File: config.mk
export PLATFORM = sky130hd
export DESIGN_NAME = positional_list_engine
export DESIGN_NICKNAME = d
export VERILOG_FILES = /design/src/hdl/ple_pkg.sv /design/src/hdl/positional_list_engine.sv /design/src/hdl/ple_cell.sv
export SDC_FILE = /design/constraint.sdc
export NUM_CORES = 1
export LEC_CHECK = 0
export ABC_AREA = 1
export BUFFER_PORTS_ARGS = -buffer_cell sky130_fd_sc_hd__buf_2
export CAP_MARGIN = 20
export CORE_MARGIN = 1
export CORE_UTILIZATION = 50
export DETAILED_ROUTE_END_ITERATION = 8
export MAX_ROUTING_LAYER = met4
export PLACE_DENSITY = 0.66
export SLEW_MARGIN = 40
export SYNTH_ARGS = -nofsm -noshare
export SYNTH_HDL_FRONTEND = slang
export SYNTH_HIERARCHICAL = 1
export SYNTH_SLANG_ARGS = --single-unit
File: constraint.sdc
create_clock -name clock -period 7.7 [get_ports clock]
set_input_delay 1.54 -clock clock [delete_from_list [all_inputs] [get_ports clock]]
set_output_delay 1.54 -clock clock [all_outputs]
set_load 0.03 [all_outputs]
File: src/hdl/ple_pkg.sv
// Shared types and constants for the positional list engine.
package ple_pkg;

   localparam int VALUE_W = 32;
   localparam int POS_W   = 5;
   localparam int REQ_W   = 3;
   localparam int REQ_TDATA_W = 40;
   localparam int RSP_TDATA_W = 16;

   typedef enum logic [REQ_W-1:0] {
      REQ_INS_HEAD = 3'd0,
      REQ_INS_POS  = 3'd1,
      REQ_INS_TAIL = 3'd2,
      REQ_REM_HEAD = 3'd3,
      REQ_REM_POS  = 3'd4,
      REQ_REM_TAIL = 3'd5,
      REQ_SEARCH   = 3'd6,
      REQ_UNUSED   = 3'd7
   } req_code_type;

   typedef enum logic [1:0] {
      CELL_HOLD       = 2'd0,
      CELL_LOAD       = 2'd1,
      CELL_FROM_LEFT  = 2'd2,
      CELL_FROM_RIGHT = 2'd3
   } cell_op_type;

   typedef struct packed {
      cell_op_type op;
      logic        search;
      logic        live;
   } cell_ctrl_type;

   typedef enum logic [1:0] {
      ST_IDLE = 2'b01,
      ST_SCAN = 2'b10
   } state_type;

endpackage

File: src/hdl/positional_list_engine.sv
// Top level of the positional list engine: request decode, cell row and response register.
//
// Usage:
//   req channel: tuser[2:0] carries the request code, tdata carries value and
//   position. A word is taken when req_tvalid and req_tready are both high.
//   rsp channel: one response word per request, in request order.
//   Inserts and removes shift the affected entries of the cell row and load the
//   response register in the same cycle.
//   In a search, every live cell compares and registers its match bit,
//   then a find-first-set over the match row forms the position.
//   req_tready is low during the search scan cycle and while a response waits
//   in the output register that the receiver is not taking; a response held
//   by rsp_tready low stays stable until taken.
//   Reset empties the list and drops any pending response; entry contents are
//   not cleared, since no request reads past the entry count.
module positional_list_engine
   import ple_pkg::*;
#(
   parameter int CAPACITY = 16
)
(
   input  logic                   clock,
   input  logic                   reset,
   input  logic                   req_tvalid,
   output logic                   req_tready,
   input  logic [REQ_TDATA_W-1:0] req_tdata,  // value[31:0], position[36:32], zero fill
   input  logic [REQ_W-1:0]       req_tuser,  // req_type[2:0]
   output logic                   rsp_tvalid,
   input  logic                   rsp_tready,
   output logic [RSP_TDATA_W-1:0] rsp_tdata   // ok, found_position[5:1],
                                              // entry_count[10:6], is_full, is_empty
);

   localparam int CW   = $clog2(CAPACITY + 1);
   localparam int CMPW = (CW > POS_W) ? CW : POS_W;
   localparam logic [CMPW-1:0] CAP_C = CMPW'(CAPACITY);
   localparam logic [CMPW-1:0] ONE_C = CMPW'(1);

   state_type                state_ff, state_in;
   logic [CW-1:0]            count_ff, count_in;
   logic                     out_valid_ff, out_valid_in;
   logic [RSP_TDATA_W-1:0]   out_data_ff, out_data_in;

   logic [VALUE_W-1:0]       req_value;
   logic [POS_W-1:0]         req_pos;
   req_code_type             req_code;
   logic                     accept;

   logic [CMPW-1:0]          cnt, pos, ins_idx, rem_idx, cnt_next;
   logic                     ins_op, rem_op, ins_ok, rem_ok;

   cell_ctrl_type            cell_ctrl [CAPACITY];
   logic [VALUE_W-1:0]       cell_entry [CAPACITY];
   logic [CAPACITY-1:0]      match_row, match_low;
   logic [CMPW-1:0]          found_idx;

   assign req_value = req_tdata[VALUE_W-1:0];
   assign req_pos   = req_tdata[VALUE_W+POS_W-1:VALUE_W];
   assign req_code  = req_code_type'(req_tuser);

   assign req_tready = (state_ff == ST_IDLE) && (!out_valid_ff || rsp_tready);
   assign accept     = req_tvalid && req_tready;

   assign cnt = CMPW'(count_ff);
   assign pos = CMPW'(req_pos);

   always_comb begin
      ins_op  = 1'b0;
      rem_op  = 1'b0;
      ins_idx = '0;
      rem_idx = '0;
      case (req_code)
         REQ_INS_HEAD: begin
            ins_op = 1'b1;
         end
         REQ_INS_POS: begin
            ins_op  = (pos != '0);
            ins_idx = pos - ONE_C;
         end
         REQ_INS_TAIL: begin
            ins_op  = 1'b1;
            ins_idx = cnt;
         end
         REQ_REM_HEAD: begin
            rem_op = 1'b1;
         end
         REQ_REM_POS: begin
            rem_op  = (pos != '0);
            rem_idx = pos - ONE_C;
         end
         REQ_REM_TAIL: begin
            rem_op  = (cnt != '0);
            rem_idx = cnt - ONE_C;
         end
         default: begin
            ins_op = 1'b0;
         end
      endcase
      ins_ok = ins_op && (cnt < CAP_C) && (ins_idx <= cnt);
      rem_ok = rem_op && (cnt != '0) && (rem_idx < cnt);
   end

   always_comb begin
      for (int i = 0; i < CAPACITY; i++) begin
         cell_ctrl[i].op     = CELL_HOLD;
         cell_ctrl[i].search = accept && (req_code == REQ_SEARCH);
         cell_ctrl[i].live   = CMPW'(i) < cnt;
         if (accept && ins_ok) begin
            if (CMPW'(i) == ins_idx) begin
               cell_ctrl[i].op = CELL_LOAD;
            end else if ((CMPW'(i) > ins_idx) && (CMPW'(i) <= cnt)) begin
               cell_ctrl[i].op = CELL_FROM_LEFT;
            end
         end else if (accept && rem_ok) begin
            if ((CMPW'(i) >= rem_idx) && ((CMPW'(i) + ONE_C) < cnt)) begin
               cell_ctrl[i].op = CELL_FROM_RIGHT;
            end
         end
      end
   end

   for (genvar g = 0; g < CAPACITY; g++) begin : g_cell
      logic [VALUE_W-1:0] left_entry, right_entry;
      if (g == 0) begin : g_first
         assign left_entry = req_value;
      end else begin : g_mid_left
         assign left_entry = cell_entry[g-1];
      end
      if (g == CAPACITY - 1) begin : g_last
         assign right_entry = cell_entry[g];
      end else begin : g_mid_right
         assign right_entry = cell_entry[g+1];
      end
      ple_cell u_cell (
         .clock       (clock),
         .ctrl        (cell_ctrl[g]),
         .value       (req_value),
         .left_entry  (left_entry),
         .right_entry (right_entry),
         .entry       (cell_entry[g]),
         .match       (match_row[g])
      );
   end

   always_comb begin
      match_low = match_row & (~match_row + CAPACITY'(1));
      found_idx = '0;
      for (int i = 0; i < CAPACITY; i++) begin
         if (match_low[i]) begin
            found_idx = found_idx | CMPW'(i + 1);
         end
      end
   end

   always_comb begin
      cnt_next = cnt;
      if (ins_ok) begin
         cnt_next = cnt + ONE_C;
      end else if (rem_ok) begin
         cnt_next = cnt - ONE_C;
      end
   end

   always_comb begin
      state_in     = state_ff;
      count_in     = count_ff;
      out_valid_in = out_valid_ff;
      out_data_in  = out_data_ff;
      if (out_valid_ff && rsp_tready) begin
         out_valid_in = 1'b0;
      end
      case (state_ff)
         ST_IDLE: begin
            if (accept) begin
               if (req_code == REQ_SEARCH) begin
                  state_in = ST_SCAN;
               end else begin
                  count_in     = CW'(cnt_next);
                  out_valid_in = 1'b1;
                  out_data_in  = RSP_TDATA_W'({(cnt_next == '0), (cnt_next == CAP_C),
                                               POS_W'(cnt_next), POS_W'(0),
                                               (ins_ok || rem_ok)});
               end
            end
         end
         ST_SCAN: begin
            state_in     = ST_IDLE;
            out_valid_in = 1'b1;
            out_data_in  = RSP_TDATA_W'({(cnt == '0), (cnt == CAP_C), POS_W'(cnt),
                                         POS_W'(found_idx), (|match_row)});
         end
         default: begin
            state_in = ST_IDLE;
         end
      endcase
   end

   always_ff @(posedge clock) begin
      if (reset) begin
         state_ff     <= ST_IDLE;
         count_ff     <= '0;
         out_valid_ff <= 1'b0;
      end else begin
         state_ff     <= state_in;
         count_ff     <= count_in;
         out_valid_ff <= out_valid_in;
      end
      out_data_ff <= out_data_in;
   end

   assign rsp_tvalid = out_valid_ff;
   assign rsp_tdata  = out_data_ff;

endmodule

File: src/hdl/ple_cell.sv
// One list slot: holds an entry, shifts to or from its neighbors, compares for search.
module ple_cell
   import ple_pkg::*;
(
   input  logic               clock,
   input  cell_ctrl_type      ctrl,
   input  logic [VALUE_W-1:0] value,
   input  logic [VALUE_W-1:0] left_entry,
   input  logic [VALUE_W-1:0] right_entry,
   output logic [VALUE_W-1:0] entry,
   output logic               match
);

   logic [VALUE_W-1:0] entry_ff, entry_in;
   logic               match_ff, match_in;

   always_comb begin
      case (ctrl.op)
         CELL_HOLD:       entry_in = entry_ff;
         CELL_LOAD:       entry_in = value;
         CELL_FROM_LEFT:  entry_in = left_entry;
         CELL_FROM_RIGHT: entry_in = right_entry;
         default:         entry_in = entry_ff;
      endcase
      match_in = ctrl.search && ctrl.live && (entry_ff == value);
   end

   always_ff @(posedge clock) begin
      entry_ff <= entry_in;
      match_ff <= match_in;
   end

   assign entry = entry_ff;
   assign match = match_ff;

endmodule

After elaboration in Yosys (flattened, before gate mapping)
Index checks and enable logic that the tools add are counted.
- $add $sub $neg: 4
- multiply operators: 0
- divide/modulo/power cells: 0
- order comparisons: 68
- equal/unequal tests: 91
- shift-type cells: 0
- mux-type cells: 125
- bitwise logic cells: 4
- reductions and logical operators: 108
- operators by type and width (operator ; number):
    32-bit one-hot mux with 3 select lines ; 14
    32-bit == test ; 16
    2-bit two-way mux ; 82
    32-bit one-hot mux with 2 select lines ; 2
    1-bit logical AND ; 74
    2-bit == test, second input constant ; 33
    4-bit by 5-bit == test with 1-bit output, first input constant ; 8
    4-bit by 5-bit >= comparator with 1-bit output, first input constant ; 8
    4-bit by 5-bit > comparator with 1-bit output, first input constant ; 8
    4-bit by 5-bit less-or-equal comparator with 1-bit output, first input constant ; 8
    4-bit by 5-bit < comparator with 1-bit output, first input constant ; 8
    2-bit by 1-bit == test with 1-bit output, second input constant ; 17
    2-bit logical NOT ; 16
    16-bit two-way mux ; 2
    4-bit two-way mux ; 8
    16-bit one-hot mux with 2 select lines ; 1
    3-bit by 5-bit == test with 1-bit output, first input constant ; 4
    3-bit by 5-bit >= comparator with 1-bit output, first input constant ; 4
    3-bit by 5-bit > comparator with 1-bit output, first input constant ; 4
    3-bit by 5-bit less-or-equal comparator with 1-bit output, first input constant ; 4
    3-bit by 5-bit < comparator with 1-bit output, first input constant ; 4
    5-bit one-hot mux with 2 select lines ; 2
    16-bit by 1-bit adder with 16-bit output, second input constant ; 1
    16-bit AND ; 1
    other kinds (38) ; 71
- register bits after elaboration: 552
- latch bits: 0
- bits in writable memories: 0
- memory bits (read-only): 0
- output and inout bits: 18
- logic and storage cells: 436
- memories kept: 0

Logic depth before layout (Yosys ltp)
Gate-level depths: netlist (run 1).
- depth after elaboration: 20
- gate-level depth with buffers: 25

Modules after synthesis
Netlist (run 1), hierarchy kept.
- modules (own cells, without submodules) (module ; times used ; cells an instance ; area an instance (um^2)):
    ple_cell ; 16 ; 299 ; 2232.1
    positional_list_engine ; 1 ; 446 ; 2867.8

Worst setup path after synthesis (run 1)
No wires, ideal clock.
- kind: input -> register
- start point: input req_tdata[32]
- end point: register g_cell[3].u_cell.entry_ff[0], enable pin
- arrival time: 4371 ps
- required time: 7325 ps
- slack: 2955 ps
- stages: 18
- cells stage by stage: inv_1 > ha_1 > nand3_1 > nand2_1 > inv_1 > o22ai_1 > ha_1 > a21oi_1 > nand3_2 > a21oi_4 > nand2_4 > nor2_8 > nand2_4 > nor2_8 > nand3_2 > o31ai_1 > buf_4 > or2_2
- RTL lines (element ; RTL line ; source):
    start: declaration ; positional_list_engine.sv:26 ; input logic [REQ_TDATA_W-1:0] req_tdata,
    end signal: assignment ; ple_cell.sv:29 ; entry_ff <= entry_in;
    end: declaration ; ple_cell.sv:14 ; logic [VALUE_W-1:0] entry_ff, entry_in;

==> results.txt, run 1 <==
FF+latch area - 16,200 µm²
DRC Markers - 0
Vias per cell - 5.77
Hold_ws - 0.515 ns
Post-synth EDFFs - 525
Peak supply drop - 0.000162 V
Avg Inst Size Synth - 7.38 µm²
Clock-pin slew of the registers on the worst-case setup and hold paths - 0.06 ns
Final wirelength - 128 mm
CP bufs+invs - 7
Max cap viols - 0
Final #Nets - 5,238
Seq/Total Area, Yosys - 0.421
Worst-path cell chain - buf_2, inv_2, nor3_4, inv_2, o22ai_2, inv_2, ha_1, nand2_1, nand2_1, nand2_1, nor2_1, buf_4, inv_2, o31ai_4, inv_4, nor2_8, nand2_1, o211ai_1
Post-synth cell types - 49
Count of input and output buffers - 58
Slew margin rel. - 0.437
Top Family by Delay on Critical Path - simple AND/OR/NAND/NOR gates
GRT overflow - 0
DR vias - 36,100
Full die area - 78,300 µm²
Final Hold Violating Endpoints - 0
Slew Viols, Final - 0
Final Setup Violations - 0
Critical Path RT - 8.13 ns
Critical path peak fanout - 32
Skew final - 0.0245 ns
Drt first pass iters - 7
Type of origin of the critical path - primary input
Static Leak - 17.3 nW
Period utilization - 0.683
Power Dens Cells - 201 nW/µm²
Minimum clock period - 5.26 ns
FP Rows - 101
GRT busiest layer - met1
TritonCTS Buffers - 68
Met2 Use GR - 0.454
Detail Placement HPWL - 88.8 mm
# Post-CTS Setup Buffers - 0
Most frequent cell after synthesis - nand2_1
GRT Overall Usage - 0.333
Setup TNS - 0 ns
Initial cell density of the core - 0.506
Status - finished clean
TritonCTS Sinks - 549
Vias in the first global route - 32,700
Crit-path max cell delay - 0.58 ns
Leading area contributor after synthesis - edfxtp_1
Synth top area cells - edfxtp_1, nand2_1, nand3_1
First-pass GRT wire length - 196 mm
Die Span Y - 280 µm
Crit Path Class - in -> reg
Post-route ant nets - 0
Synth cell count leaders - nand2_1, nand3_1, inv_1
FMAX - 190 MHz
Crit path max-delay cell type - o31ai_4
Core ar. - 76,200 µm²
Area of the multi-input gates - 18,400 µm²
Synthesized area - 38,600 µm²
# H-tree levels - 3
Clk buf depth - 3
Post-CTS Resized - 0
Post-synth ARST share - 0
M3 GR Usage - 0.0621
Layout cell share with drive strength beyond 1 - 0.0670
1st-iter DRT viols - 4,734
Fillers - 7,319
WP data arrival - 5.69 ns
Synth warn - 6
Drt wl/cell - 20.5 µm
Layout area overhead - 7.23%
Ys flop type - edfxtp_1
CTS tree - yes
Mapped Cells - 5,230
Tot Pwr - 8.31 mW
GP Congestion - 0.937
Tightest Hold Check Type - reg -> reg
Largest net degree at the start of global routing - 55
Worst-Skew Late Latency - 0.63 ns
Top-Level Pins - 65
Initial antenna violation count - 0
Worst Setup End Kind - flop
Hold_buf cts - 0
Met1 Use GR - 0.494
Die X-Extent - 280 µm
Setup repair after global routing missed its margin - false
Measured slew at the worst slew-check pin - 0.845 ns
Share of the synthesized area in the top cell type - 0.409
CTS root buffer - clkbuf_16
Seq cells post-synth - 549
-- logic make-up after synthesis --
| kind of cell | synth area share |
|---|---|
| compound gates | 0.0862 |
| flops | 0.421 |
| fa+ha+maj | 0.00551 |
| buf+inv | 0.109 |
| xor+xnor | 0.0338 |
| simple gates | 0.345 |
| other cells | 0.0000972 |
-- stage by stage --
stage / util / instance area (µm²) / setup WS, ns / cells
after CTS: 0.542 / 41300 / 2.39 / 6249
after global routing: 0.543 / 41400 / 2.14 / 6251
final: 0.543 / 41400 / 2.44 / 6252
after floorplan: - / 38600 / 2.95 / 5232
after global placement: 0.514 / 39100 / 1.68 / 6131
after detailed placement: 0.515 / 39200 / 1.74 / 6132
-- final timing paths --
| path | from | endpoint | slack (ns) | cells past startpoint |
|---|---|---|---|---|
| worst max-delay path | req_tuser[0] | g_cell[15].u_cell/entry[18] | 2.44 | 18 |
| worst min-delay path | state_ff[1] | state_ff[1] | 0.51 | 1 |
| worst max register to register | cnt[4] | g_cell[15].u_cell/entry[18] | 2.56 | 18 |
| worst min register to register | state_ff[1] | state_ff[1] | 0.51 | 1 |
-- metal layers --
layer | vias up | part of all wire
li1 | 17000 | -
met1 | 16900 | 0.45
met2 | 1962 | 0.41
met3 | 222 | 0.11
met4 | 0 | 0.031
met5 | - | 0
-- cell usage in the layout, fill, tap and decap left out, types with 63 or more instances in the layout --
master     Yosys  layout
xnor2_1      130     130
inv_1        658     658
o21ai_0       70      69
clkbuf_16      0      70
o211ai_1     323     323
nand3_1      801     801
edfxtp_1     525     525
nor2_1       369     369
nand2_1     1838    1832
buf_4         36      63
-- power by group --
| group | leakage, nW | switching (mW) | internal [mW] |
|---|---|---|---|
| logic | 11.3 | 1.02 | 0.444 |
| registers | 4.96 | 0.208 | 3.55 |
| clock network | 1.00 | 1.32 | 1.77 |
-- final cells by class --
class / instances / area share
clock buffer: 89 / 0.0441
multi-input combinational: 3760 / 0.444
clock inverter: 28 / 0.00581
inverter: 687 / 0.0633
tap: 1030 / 0.0312
sequential: 549 / 0.393
timing repair buffer: 108 / 0.0185
antenna: 1 / 0.0000605
-- worst register-to-register path, cell delays in order, from the launching register on --
cell      delay, ns
dfxtp_1        0.79
clkinv_1       0.62
nor2_2         0.30
a21oi_4        0.08
inv_2          0.14
ha_1           0.26
nand2_1        0.08
o21bai_1       0.11
nand3_1        0.08
nand2_1        0.07
nand2_1        0.23
nor2_1         0.17
buf_4          0.23
inv_2          0.28
o31ai_4        0.60
inv_4          0.19
nor2_8         0.45
nand2_1        0.15
o211ai_1       0.14
-- flip-flops by register name, indices dropped and copies added, names as in the netlist --
| signal | cells |
|---|---|
| g_cell.u_cell/entry | 512 |
| rsp_tdata | 13 |
| state_ff | 2 |
| rsp_tvalid | 1 |
| g_cell.u_cell/match | 16 |
| cnt | 5 |
Note: power is estimated with default switching activity, not from simulation.
==> inputs of run 2 (changes only) <==
- ABC_AREA: 1 -> 0
- clock period: 7.7 -> 5.1 ns (I/O delays scaled with it)
==> results.txt, run 2 <==
Clock-pin slew of the registers on the worst-case setup and hold paths - 0.05 ns (was 0.06 ns)
DRC Markers - 0 (unchanged)
Full die area - 70,200 µm² (was 78,300 µm²)
# Post-CTS Setup Buffers - 0 (unchanged)
CTS root buffer - clkbuf_16 (unchanged)
Ys flop type - edfxtp_1 (unchanged)
Critical path peak fanout - 32 (unchanged)
Tightest Hold Check Type - reg -> reg (unchanged)
Post-route ant nets - 0 (unchanged)
DR vias - 25,200 (was 36,100)
Met2 Use GR - 0.462 (was 0.454)
Final Hold Violating Endpoints - 0 (unchanged)
Status - finished clean (unchanged)
First-pass GRT wire length - 148 mm (was 196 mm)
Initial cell density of the core - 0.505 (was 0.506)
Static Leak - 12.5 nW (was 17.3 nW)
GRT Overall Usage - 0.277 (was 0.333)
Top-Level Pins - 65 (unchanged)
Reg-to-reg startpoint - cnt[0] (was cnt[4])
Reg2reg end - g_cell[2].u_cell/entry[1] (was g_cell[15].u_cell/entry[18])
Drt first pass iters - 5 (was 7)
Hold_ws - 0.514 ns (was 0.515 ns)
Vias per cell - 5.76 (was 5.77)
Period utilization - 0.890
TritonCTS Sinks - 549 (unchanged)
# H-tree levels - 2 (was 3)
FP Rows - 96 (was 101)
Layout area overhead - 14.2% (was 7.23%)
Slew margin rel. - 0.409 (was 0.437)
Synth cell count leaders - nor2_1, a21oi_1, edfxtp_1 (was nand2_1, nand3_1, inv_1)
Switching Power - 2.70 mW (was 2.55 mW)
Internal - 7.86 mW (was 5.76 mW)
Commonest non-fill, non-tap cell in the layout - nor2_1 (was nand2_1)
Reg2Reg Depth - 16 (was 18)
Type of origin of the critical path - flop (was primary input)
Slew Viols, Final - 0 (unchanged)
Sw frac - 0.256 (was 0.307)
Die Span Y - 265 µm (was 280 µm)
Setup repair after global routing missed its margin - false (unchanged)
Measured slew at the worst slew-check pin - 0.887 ns (was 0.845 ns)
Hold_buf cts - 0 (unchanged)
Leading area contributor after synthesis - edfxtp_1 (unchanged)
Largest net degree at the start of global routing - 48 (was 55)
GP Congestion - 0.942 (was 0.937)
Minimum clock period - 4.54 ns
1st-iter DRT viols - 2,045 (was 4,734)
Peak supply drop - 0.000294 V (was 0.000162 V)
Post-CTS Resized - 0 (unchanged)
GRT overflow - 0 (unchanged)
Max cap viols - 0 (unchanged)
Most frequent cells in the layout - nor2_1, a21oi_1, edfxtp_1, mux2i_1, xnor2_1 (was nand2_1, nand3_1, inv_1, edfxtp_1, nor2_1)
Worst Setup End Kind - flop (unchanged)
Setup TNS - 0 ns (unchanged)
M3 GR Usage - 0.0293 (was 0.0621)
Non-filler cells, final - 4,377 (was 6,252)
Hold Path Cell Cnt - 2 (was 1)
Drt wl/cell - 21.9 µm (was 20.5 µm)
TritonCTS Buffers - 61 (was 68)
WP data arrival - 4.91 ns (was 5.69 ns)
Inst Count DP - 4,255 (was 6,132)
Final Cell Area - 39,500 µm² (was 41,400 µm²)
CTS tree - yes (unchanged)
Vias in the first global route - 25,000 (was 32,700)
Worst-Skew Late Latency - 0.67 ns (was 0.63 ns)
Final #Nets - 3,501 (was 5,238)
Post-synth EDFFs - 525 (unchanged)
Synthesized area - 34,600 µm² (was 38,600 µm²)
Clk buf depth - 3 (unchanged)
Seq/Total Area, Yosys - 0.470 (was 0.421)
R2R Setup Slk - 0.56 ns (was 2.56 ns)
Combinational cell fraction of total power - 0.117 (was 0.176)
Met1 Use GR - 0.360 (was 0.494)
Count of input and output buffers - 58 (unchanged)
Critical Path RT - 5.47 ns (was 8.13 ns)
Detail Placement HPWL - 72.5 mm (was 88.8 mm)
GRT busiest layer - met2 (was met1)
Final Setup Violations - 0 (unchanged)
Post-layout util - 0.576 (was 0.543)
Synth warn - 6 (unchanged)
FMAX - 220 MHz
Initial antenna violation count - 12 (was 0)
Hold Crit Endpoint - state_ff[0] (was state_ff[1])
Clk pwr share - 0.399 (was 0.372)
Sequential Power Share - 0.483 (was 0.452)
Power Dens Cells - 268 nW/µm² (was 201 nW/µm²)
Post-synth cell types - 66 (was 49)
Layout cell share with drive strength beyond 1 - 0.112 (was 0.0670)
Skew final - 0.0426 ns (was 0.0245 ns)
Mapped Cells - 3,338 (was 5,230)
Crit Path Class - reg -> reg (was in -> reg)
Avg Inst Size Synth - 10.4 µm² (was 7.38 µm²)
Hold Crit Start - state_ff[0] (was state_ff[1])
Die X-Extent - 265 µm (was 280 µm)
Synth top area cells - edfxtp_1, mux2i_1, a21oi_1 (was edfxtp_1, nand2_1, nand3_1)
Final wirelength - 96.0 mm (was 128 mm)
Post-synth ARST share - 0 (unchanged)
Largest register FFs - 512 (unchanged)
Most frequent cell after synthesis - nor2_1 (was nand2_1)
Core ar. - 68,500 µm² (was 76,200 µm²)
Share of the synthesized area in the top cell type - 0.456 (was 0.409)
Seq cells post-synth - 549 (unchanged)
Placed Area - 37,500 µm² (was 39,200 µm²)
==> run 2: power groups by stage <==
stage / clock, mW / sequential [mW] / combinational (mW)
2_1_floorplan: 0 / 5.21 / 0.724
3_3_place_gp: 0 / 5.20 / 1.18
3_5_place_dp: 0 / 5.20 / 1.22
4_1_cts: 4.30 / 5.10 / 1.23
5_1_grt: 4.47 / 5.11 / 1.35
6_report: 4.22 / 5.10 / 1.24
==> run 2: worst max path at each step <==
| stage | from | to | slack, ns | cells past startpoint |
|---|---|---|---|---|
| 2_1_floorplan | req_tuser[0] | g_cell[5].u_cell/entry[0] | 0.01 | 17 |
| 3_3_place_gp | req_tdata[32] | g_cell[12].u_cell/entry[8] | 0.05 | 16 |
| 3_5_place_dp | req_tdata[34] | g_cell[2].u_cell/entry[11] | 0.06 | 16 |
| 4_1_cts | cnt[0] | g_cell[2].u_cell/entry[12] | 0.64 | 17 |
| 5_1_grt | cnt[0] | g_cell[2].u_cell/entry[10] | 0.35 | 17 |
| 6_report | cnt[0] | g_cell[2].u_cell/entry[1] | 0.56 | 16 |
==> run 2: worst max-delay path: stages, from the launching register on <==
cell      delay (ns)
dfxtp_1         0.31
buf_4           0.17
inv_1           0.14
ha_1            0.27
nor3b_1         0.36
xnor2_1         0.13
mux2i_1         0.23
nor2_1          0.07
ha_1            0.29
a211o_1         0.32
a211oi_2        0.25
o211a_1         0.26
nand2_1         0.08
or4_1           0.58
o21ai_4         0.25
buf_4           0.41
a21oi_1         0.13
==> run 2: per-layer routing <==
layer | vias up | wire length (µm) | part of all wire
li1 | 12300 | - | -
met1 | 12100 | 41800 | 0.44
met2 | 623 | 47300 | 0.49
met3 | 143 | 4620 | 0.048
met4 | 0 | 2310 | 0.024
met5 | - | 0 | 0
==> run 2: kinds of logic (layout without fill, tap and decap cells) <==
family                     count (synthesis)  in the layout  synth area share
AOI/OAI and AO/OA                        633            633            0.0967
xor gates and xnor gates                 525            525             0.133
adders and majority gates                 17             17           0.00615
buffers and inverters                    221            368            0.0271
DFF                                      549            549             0.470
muxes                                    518            518             0.150
other                                      1             11          0.000109
and+or+nand+nor                          874            874             0.117
==> run 2: cell type report <==
type	count	area [µm²]
Fill cell	5785	29000
Antenna cell	8	20.0
Inverter	24	90.1
Tap cell	882	1100
Clock inverter	37	299
Timing Repair Buffer	231	2370
Multi-Input combinational cell	2570	17700
Sequential cell	549	16200
Clock buffer	76	1580
==> run 2: through the flow <==
stage,setup WS (ns),power (mW)
after floorplan,0.0107,5.93
after global placement,0.0456,6.38
after detailed placement,0.0648,6.42
after CTS,0.643,10.6
after global routing,0.346,10.9
final,0.561,10.6
